### src/rtl/length_prefixed_nal_idr_scanner_macros.svh
`ifndef LENGTH_PREFIXED_NAL_IDR_SCANNER_MACROS_SVH
`define LENGTH_PREFIXED_NAL_IDR_SCANNER_MACROS_SVH

// Invariant checked at every edge out of reset
`define LPNIS_ASSERT(label, prop, msg) \
  label: assert property (@(posedge clk) disable iff (rst) prop) else $error(msg);

// Condition in one cycle implies outcome in the next
`define LPNIS_ASSERT_NEXT(label, pre, post, msg) \
  label: assert property (@(posedge clk) disable iff (rst) (pre) |=> (post)) else $error(msg);

`endif

### src/rtl/lpnis_pkg.sv
`default_nettype none

package lpnis_pkg;

  localparam int LEN_WIDTH = 32;

  localparam int PREFIX_W = 3;
  localparam logic [PREFIX_W-1:0] PREFIX_RESET = 3'd4;

  localparam int APB_ADDR_W = 3;
  localparam int APB_DATA_W = 32;
  localparam logic REG_PREFIX_BYTES = 1'b0;

  localparam logic [4:0] TYPE_MASK = 5'h1F;
  localparam logic [4:0] TYPE_IDR  = 5'd5;

  localparam int VERDICT_W = 2;
  localparam logic [VERDICT_W-1:0] V_NOT_IDR = 2'd0;
  localparam logic [VERDICT_W-1:0] V_IDR     = 2'd1;
  localparam logic [VERDICT_W-1:0] V_BAD     = 2'd2;

  typedef struct packed {
    logic [7:0] data;
    logic       last;
    logic       idr_hdr;
  } item_t;

endpackage

`default_nettype wire

### src/rtl/lpnis_front.sv
`default_nettype none

module lpnis_front (
  input  wire                 clk,
  input  wire                 rst,
  input  wire                 in_valid,
  output logic                in_ready,
  input  wire [7:0]           in_data,
  input  wire                 in_last,
  output logic                q_valid,
  input  wire                 q_ready,
  output lpnis_pkg::item_t    q_item
);
  import lpnis_pkg::*;

  item_t      mem [2];
  logic       wr_ptr;
  logic       rd_ptr;
  logic [1:0] count;
  logic       push;
  logic       pop;
  item_t      in_item;

  // header type tagged on the way in; the back end only uses it in header phase
  always_comb begin
    in_item.data    = in_data;
    in_item.last    = in_last;
    in_item.idr_hdr = ((in_data[4:0] & TYPE_MASK) == TYPE_IDR);
  end

  assign in_ready = (count != 2'd2);
  assign q_valid  = (count != 2'd0);
  assign q_item   = mem[rd_ptr];
  assign push     = in_valid && in_ready;
  assign pop      = q_valid && q_ready;

  always_ff @(posedge clk) begin
    if (push) begin
      mem[wr_ptr] <= in_item;
    end
  end

  always_ff @(posedge clk) begin
    if (rst) begin
      wr_ptr <= 1'b0;
      rd_ptr <= 1'b0;
      count  <= 2'd0;
    end else begin
      if (push) wr_ptr <= ~wr_ptr;
      if (pop)  rd_ptr <= ~rd_ptr;
      case ({push, pop})
        2'b10:   count <= count + 2'd1;
        2'b01:   count <= count - 2'd1;
        default: count <= count;
      endcase
    end
  end

endmodule

`default_nettype wire

### src/rtl/lpnis_back.sv
`default_nettype none

module lpnis_back (
  input  wire                                 clk,
  input  wire                                 rst,
  input  wire [lpnis_pkg::PREFIX_W-1:0]       prefix_bytes,
  input  wire                                 q_valid,
  output logic                                q_ready,
  input  lpnis_pkg::item_t                    q_item,
  output logic                                out_valid,
  input  wire                                 out_ready,
  output logic [lpnis_pkg::VERDICT_W-1:0]     verdict
);
  import lpnis_pkg::*;

  localparam logic [1:0] PH_LEN  = 2'd0;
  localparam logic [1:0] PH_HDR  = 2'd1;
  localparam logic [1:0] PH_SKIP = 2'd2;
  localparam logic [1:0] PH_DONE = 2'd3;

  logic [1:0]             phase, phase_next;
  logic [1:0]             prefix_index, prefix_index_next;
  logic [LEN_WIDTH-1:0]   unit_length, unit_length_next;
  logic [LEN_WIDTH-1:0]   bytes_to_skip, bytes_to_skip_next;
  logic [VERDICT_W-1:0]   held, held_next;
  logic [VERDICT_W-1:0]   verdict_next;
  logic [1:0]             last_index;
  logic [LEN_WIDTH-1:0]   len_shift;
  logic                   pop;

  // a non-final word never produces a result, so it may pass a full output
  assign q_ready = !q_item.last || !out_valid || out_ready;
  assign pop     = q_valid && q_ready;

  // out-of-range settings: 0 acts as 1, 5 to 7 act as 4
  always_comb begin
    if (prefix_bytes == '0) begin
      last_index = 2'd0;
    end else if (prefix_bytes > PREFIX_W'(4)) begin
      last_index = 2'd3;
    end else begin
      last_index = 2'(prefix_bytes - PREFIX_W'(1));
    end
  end

  assign len_shift = LEN_WIDTH'({unit_length, q_item.data});

  always_comb begin
    phase_next         = phase;
    prefix_index_next  = prefix_index;
    unit_length_next   = unit_length;
    bytes_to_skip_next = bytes_to_skip;
    held_next          = held;
    unique case (phase)
      PH_LEN: begin
        unit_length_next = len_shift;
        if (prefix_index >= last_index) begin
          prefix_index_next = 2'd0;
          if (len_shift == '0) begin
            phase_next = PH_DONE;
            held_next  = V_BAD;
          end else begin
            phase_next = PH_HDR;
          end
        end else begin
          prefix_index_next = prefix_index + 2'd1;
        end
      end
      PH_HDR: begin
        if (q_item.idr_hdr) begin
          phase_next = PH_DONE;
          held_next  = V_IDR;
        end else begin
          bytes_to_skip_next = unit_length - LEN_WIDTH'(1);
          unit_length_next   = '0;
          phase_next = (unit_length == LEN_WIDTH'(1)) ? PH_LEN : PH_SKIP;
        end
      end
      PH_SKIP: begin
        bytes_to_skip_next = bytes_to_skip - LEN_WIDTH'(1);
        if (bytes_to_skip == LEN_WIDTH'(1)) phase_next = PH_LEN;
      end
      PH_DONE: begin
      end
      default: begin
      end
    endcase

    // at a unit boundary the length accumulator is always clear
    if (phase_next == PH_DONE) begin
      verdict_next = held_next;
    end else if (phase_next == PH_LEN && prefix_index_next == 2'd0) begin
      verdict_next = V_NOT_IDR;
    end else begin
      verdict_next = V_BAD;
    end
  end

  always_ff @(posedge clk) begin
    if (rst) begin
      phase         <= PH_LEN;
      prefix_index  <= 2'd0;
      unit_length   <= '0;
      bytes_to_skip <= '0;
      held          <= V_NOT_IDR;
      out_valid     <= 1'b0;
    end else begin
      if (pop && q_item.last) begin
        out_valid <= 1'b1;
      end else if (out_valid && out_ready) begin
        out_valid <= 1'b0;
      end
      if (pop) begin
        if (q_item.last) begin
          phase         <= PH_LEN;
          prefix_index  <= 2'd0;
          unit_length   <= '0;
          bytes_to_skip <= '0;
          held          <= V_NOT_IDR;
        end else begin
          phase         <= phase_next;
          prefix_index  <= prefix_index_next;
          unit_length   <= unit_length_next;
          bytes_to_skip <= bytes_to_skip_next;
          held          <= held_next;
        end
      end
    end
  end

  always_ff @(posedge clk) begin
    if (pop && q_item.last) verdict <= verdict_next;
  end

`include "length_prefixed_nal_idr_scanner_macros.svh"

  `LPNIS_ASSERT(a_hdr_len,
                ((phase == PH_HDR) |-> (unit_length != '0)),
                "header phase with zero length")
  `LPNIS_ASSERT(a_skip_cnt,
                ((phase == PH_SKIP) |-> (bytes_to_skip != '0)),
                "skip phase with nothing left")
  `LPNIS_ASSERT(a_boundary,
                ((phase == PH_LEN && prefix_index == 2'd0) |-> (unit_length == '0)),
                "length not clear at unit boundary")
  `LPNIS_ASSERT_NEXT(a_result,
                     (pop && q_item.last),
                     (out_valid && phase == PH_LEN && prefix_index == 2'd0),
                     "final word did not yield a verdict")

endmodule

`default_nettype wire

### src/rtl/length_prefixed_nal_idr_scanner.sv
// Channel   Dir  Handshake          Payload
// s_*       in   s_tvalid/s_tready  s_tdata = data_byte, s_tlast = last_byte
// m_*       out  m_tvalid/m_tready  m_tdata[1:0] = verdict
// APB       in   psel/penable       prefix_bytes at address 0
//
// One byte per cycle sustained unless a final byte waits on a held verdict; each
// byte costs at most one length-field shift, header check or 32-bit skip-count
// decrement in the back end. The verdict follows the final byte through the queue
// word, then the output register; non-final bytes keep flowing while a verdict waits.
// rst is synchronous: prefix_bytes returns to 4 and any partial sample is dropped.
`default_nettype none

module length_prefixed_nal_idr_scanner (
  input  wire                                clk,
  input  wire                                rst,
  input  wire                                s_tvalid,
  output logic                               s_tready,
  input  wire [7:0]                          s_tdata,   // [7:0] data_byte
  input  wire                                s_tlast,
  output logic                               m_tvalid,
  input  wire                                m_tready,
  output logic [7:0]                         m_tdata,   // [1:0] verdict, [7:2] zero
  input  wire                                psel,
  input  wire                                penable,
  input  wire                                pwrite,
  input  wire [lpnis_pkg::APB_ADDR_W-1:0]    paddr,
  input  wire [lpnis_pkg::APB_DATA_W-1:0]    pwdata,
  output logic [lpnis_pkg::APB_DATA_W-1:0]   prdata,
  output logic                               pready
);
  import lpnis_pkg::*;

  logic [PREFIX_W-1:0]  prefix_bytes;
  logic                 q_valid;
  logic                 q_ready;
  item_t                q_item;
  logic [VERDICT_W-1:0] verdict;
  logic                 reg_sel;

  assign pready  = 1'b1;
  assign reg_sel = (paddr[APB_ADDR_W-1] == REG_PREFIX_BYTES);

  always_ff @(posedge clk) begin
    if (rst) begin
      prefix_bytes <= PREFIX_RESET;
    end else if (psel && penable && pwrite && pready && reg_sel) begin
      prefix_bytes <= pwdata[PREFIX_W-1:0];
    end
  end

  assign prdata = reg_sel ? APB_DATA_W'(prefix_bytes) : '0;

  lpnis_front u_front (
    .clk      (clk),
    .rst      (rst),
    .in_valid (s_tvalid),
    .in_ready (s_tready),
    .in_data  (s_tdata),
    .in_last  (s_tlast),
    .q_valid  (q_valid),
    .q_ready  (q_ready),
    .q_item   (q_item)
  );

  lpnis_back u_back (
    .clk          (clk),
    .rst          (rst),
    .prefix_bytes (prefix_bytes),
    .q_valid      (q_valid),
    .q_ready      (q_ready),
    .q_item       (q_item),
    .out_valid    (m_tvalid),
    .out_ready    (m_tready),
    .verdict      (verdict)
  );

  assign m_tdata = 8'(verdict);

endmodule

`default_nettype wire

### config.mk
export PLATFORM = sky130hd
export DESIGN_NAME = length_prefixed_nal_idr_scanner
export DESIGN_NICKNAME = d
export VERILOG_FILES = /design/src/rtl/lpnis_pkg.sv /design/src/rtl/lpnis_front.sv /design/src/rtl/lpnis_back.sv /design/src/rtl/length_prefixed_nal_idr_scanner.sv
export VERILOG_INCLUDE_DIRS = /design/src /design/src/rtl
export SDC_FILE = /design/constraint.sdc
export NUM_CORES = 1
export LEC_CHECK = 0
export BUFFER_PORTS_ARGS = -buffer_cell sky130_fd_sc_hd__buf_4
export CAP_MARGIN = 25
export CORE_MARGIN = 3
export CORE_UTILIZATION = 51
export DETAILED_ROUTE_END_ITERATION = 6
export GPL_TIMING_DRIVEN = 0
export PLACE_DENSITY = 0.75
export SYNTH_ARGS = -nofsm -noshare
export SYNTH_HDL_FRONTEND = slang
export SYNTH_HIERARCHICAL = 1
export SYNTH_SLANG_ARGS = --single-unit
### constraint.sdc
create_clock -name clk -period 3.8 [get_ports clk]
set_input_delay 0.19 -clock clk [delete_from_list [all_inputs] [get_ports clk]]
set_output_delay 0.19 -clock clk [all_outputs]
set_load 0.01 [all_outputs]
==> flow_summary.toml <==
[placed_design]
port_buffers = 26
hpwl_mm = 11.5
dp_cells = 898
dpl_worst_slack_ns = 0.809
place.gp.congestion = 0.929

[timing]
hold_viol_final = 0
period_share = 0.808
rsz0062_at_grt = "false"
worst_slew_pin_slew_ns = 0.834
setup_viol = 0
clock.fmax_ghz = 0.326
final.setup.tns_ns = 0
worst_clock_skew_ns = 0.00531
min_period_ns = 3.07
slew_viol_final = 0
maxSlewHeadroom = 0.437
worst_slack_ns = 0.729

[routing]
ant_nets = 0
vias_per_cell = 5.87
route.vias.total = 5356
wl_per_cell_um = 17.1
drt_wl_total_mm = 15.6
firstDrtPassIters = 5
drtIter0Drc = 518
drc_errors = 0

[yosys]
synth_edf_count = 22
synth_area_sq_um = 5750
ys_seq_area_frac = 0.390
synth.distinct_cells = 66
synth_warnings = 6
synth_cells = 698
async_flop_share = 0
ys_seq_elements = 101
synth.avg_cell_area_sq_um = 8.24
synthFlopType = "dfxtp_1"

[worst_setup_path]
crit_slowest_cell = "nor3b_1"
path_max_fanout = 10
path_cells = "buf_2 -> mux2_2 -> nor3b_1 -> o311ai_0 -> and2_1 -> clkbuf_1 -> clkbuf_1 -> o21ai_0 -> o21ai_0"
path_class = "flip-flop to flip-flop"
cp_top_family = "simple AND/OR/NAND/NOR gates"
arrival_ns = 3.29
cp.required_ns = 4.02
start_kind = "flip-flop"
crit_path_end_kind = "flip-flop"
critPathMaxStageDelay_ns = 0.49
crit_buf_inv = 3

[die]
start_util = 0.526
die_w_um = 112
num_rows = 38
pin_count = 94
core-area_sq_um = 10900
dieArea_sq_um = 12600
die_h_um = 112

[power_and_ir_drop]
pwr_density_cell_nw_per_um2 = 595
p_leak_nw = 2.61
vdd.ir_drop.worst_uv = 564

[global_routing]
grt_max_degree = 19
antenna_found_initial = 0
overflow = 0
grt_pass1_vias = 5119
gr-usage-all-layers = 0.247
grt_pass1_wl_mm = 25.2

[layout]
final_nets = 828
drive_above_1_share = 0.144
diodes = 0
area_growth_pct = 13.9
final_cells = 913
final_common_cell = "dfxtp_1"
final_cell_mix = "dfxtp_1 (79), a21oi_1 (75), nand2_1 (71)"
fin_util = 0.599

[hold_path]
hp-start = "s_tdata[5]"
min_path_type = "primary input to flip-flop"

[clocking]
clockBufferDepth = 2
cts_root_buf = "clkbuf_16"
h-tree-depth = 3
clk-insertion-delay-late_ns = 0.36
clk_pin_slew_ns = 0.07
cts_tree = "yes"
cts_buffers = 9
cts_resized = 0
cts_hold_buf = 0
clock_sinks = 101
post_cts_buffers = 0

[run]
cap_viol_max_count = 0

[status]
status = "complete, no violations"
==> final timing paths <==
| check | end | slack, ns | cells past startpoint |
|---|---|---|---|
| worst min register to register | u_back/bytes_to_skip[23] | 0.45 | 2 |
| worst max register to register | u_back/bytes_to_skip[22] | 0.73 | 9 |
| worst min-delay path | u_front/mem[0][7] | 0.01 | 1 |
| worst max-delay path | u_back/bytes_to_skip[22] | 0.73 | 9 |
==> area by class of cell <==
type,instances,area (sq um)
Buffer,80,462
Clock buffer,9,225
Clock inverter,6,76.3
Fill cell,971,4380
Inverter,13,48.8
Multi-Input combinational cell,538,3130
Sequential cell,101,2240
Tap cell,140,175
Timing Repair Buffer,26,195
==> cell families (layout without fill, tap and decap cells) <==
logic type,after synthesis,after routing,share of synthesized area
mux,13,13,0.0248
flops,101,101,0.390
simple gates,275,275,0.252
buf+inv,93,134,0.0887
xor+xnor,29,29,0.0441
compound gates,176,176,0.180
fa+ha+maj,9,9,0.0191
other cells,2,36,0.00131
==> through the flow <==
stage,total power [mW],cell area (sq um),hold slack [ns]
after floorplan,2.48,5880,0.259
after CTS,3.87,6550,0.00297
final,3.90,6550,0.0123
after detailed placement,2.91,6250,0.380
after global routing,4.14,6550,0.00411
after global placement,2.87,6250,0.375
==> sequential cells by signal, indices dropped and copies added, names as in the netlist, named ones only <==
register	flops
u_front/rd_ptr	1
u_front/count	2
u_front/mem	20
u_back/verdict	2
prefix_bytes	3
u_back/out_valid	1
u_back/prefix_index	2
u_back/phase	2
u_back/bytes_to_skip	32
u_back/unit_length	32
u_front/wr_ptr	1
u_back/held	2
==> cells in the mapped netlist, types with 3 or more instances <==
library cell / count / area (sq um)
xnor2_1: 12 / 105
inv_1: 13 / 48.8
o21a_1: 3 / 22.5
o41ai_1: 3 / 26.3
and3_1: 5 / 31.3
nand3_1: 40 / 200
nor3_1: 22 / 110
clkbuf_1: 35 / 131
or4_4: 3 / 33.8
nor4_1: 12 / 75.1
o211ai_1: 6 / 45.0
buf_6: 3 / 33.8
o31ai_1: 4 / 30.0
a31oi_1: 8 / 50.1
nor2_1: 53 / 199
xor2_1: 17 / 149
o31a_1: 3 / 26.3
buf_1: 3 / 11.3
mux2_2: 10 / 113
or2_2: 3 / 18.8
and2_1: 3 / 18.8
edfxtp_1: 22 / 661
a32oi_1: 5 / 43.8
o21ai_1: 5 / 25.0
a22oi_1: 8 / 60.1
buf_4: 36 / 270
a21oi_1: 75 / 375
buf_2: 3 / 15.0
or3_1: 14 / 87.6
nand4_1: 4 / 25.0
mux2i_1: 3 / 30.0
nand3b_1: 3 / 22.5
dfxtp_1: 79 / 1580
and2b_2: 3 / 26.3
nor2b_1: 5 / 31.3
o21ai_0: 45 / 225
ha_1: 8 / 100
nand2b_1: 11 / 68.8
nand2_1: 71 / 267
or4_1: 5 / 37.5
==> layer usage <==
layer | GRT usage | wire [um] | share of wire
met1 | 0.310 | 6470 | 0.41
met4 | 0.101 | 392 | 0.025
met5 | 0 | 0 | 0
met3 | 0.0598 | 1260 | 0.081
met2 | 0.409 | 7510 | 0.48
==> power by group <==
part / internal, mW / switching [mW] / total [mW]
logic: 0.599 / 1.10 / 1.69
clock network: 0.521 / 0.431 / 0.952
registers: 1.18 / 0.0684 / 1.25
(Power assumes the default switching activity.)
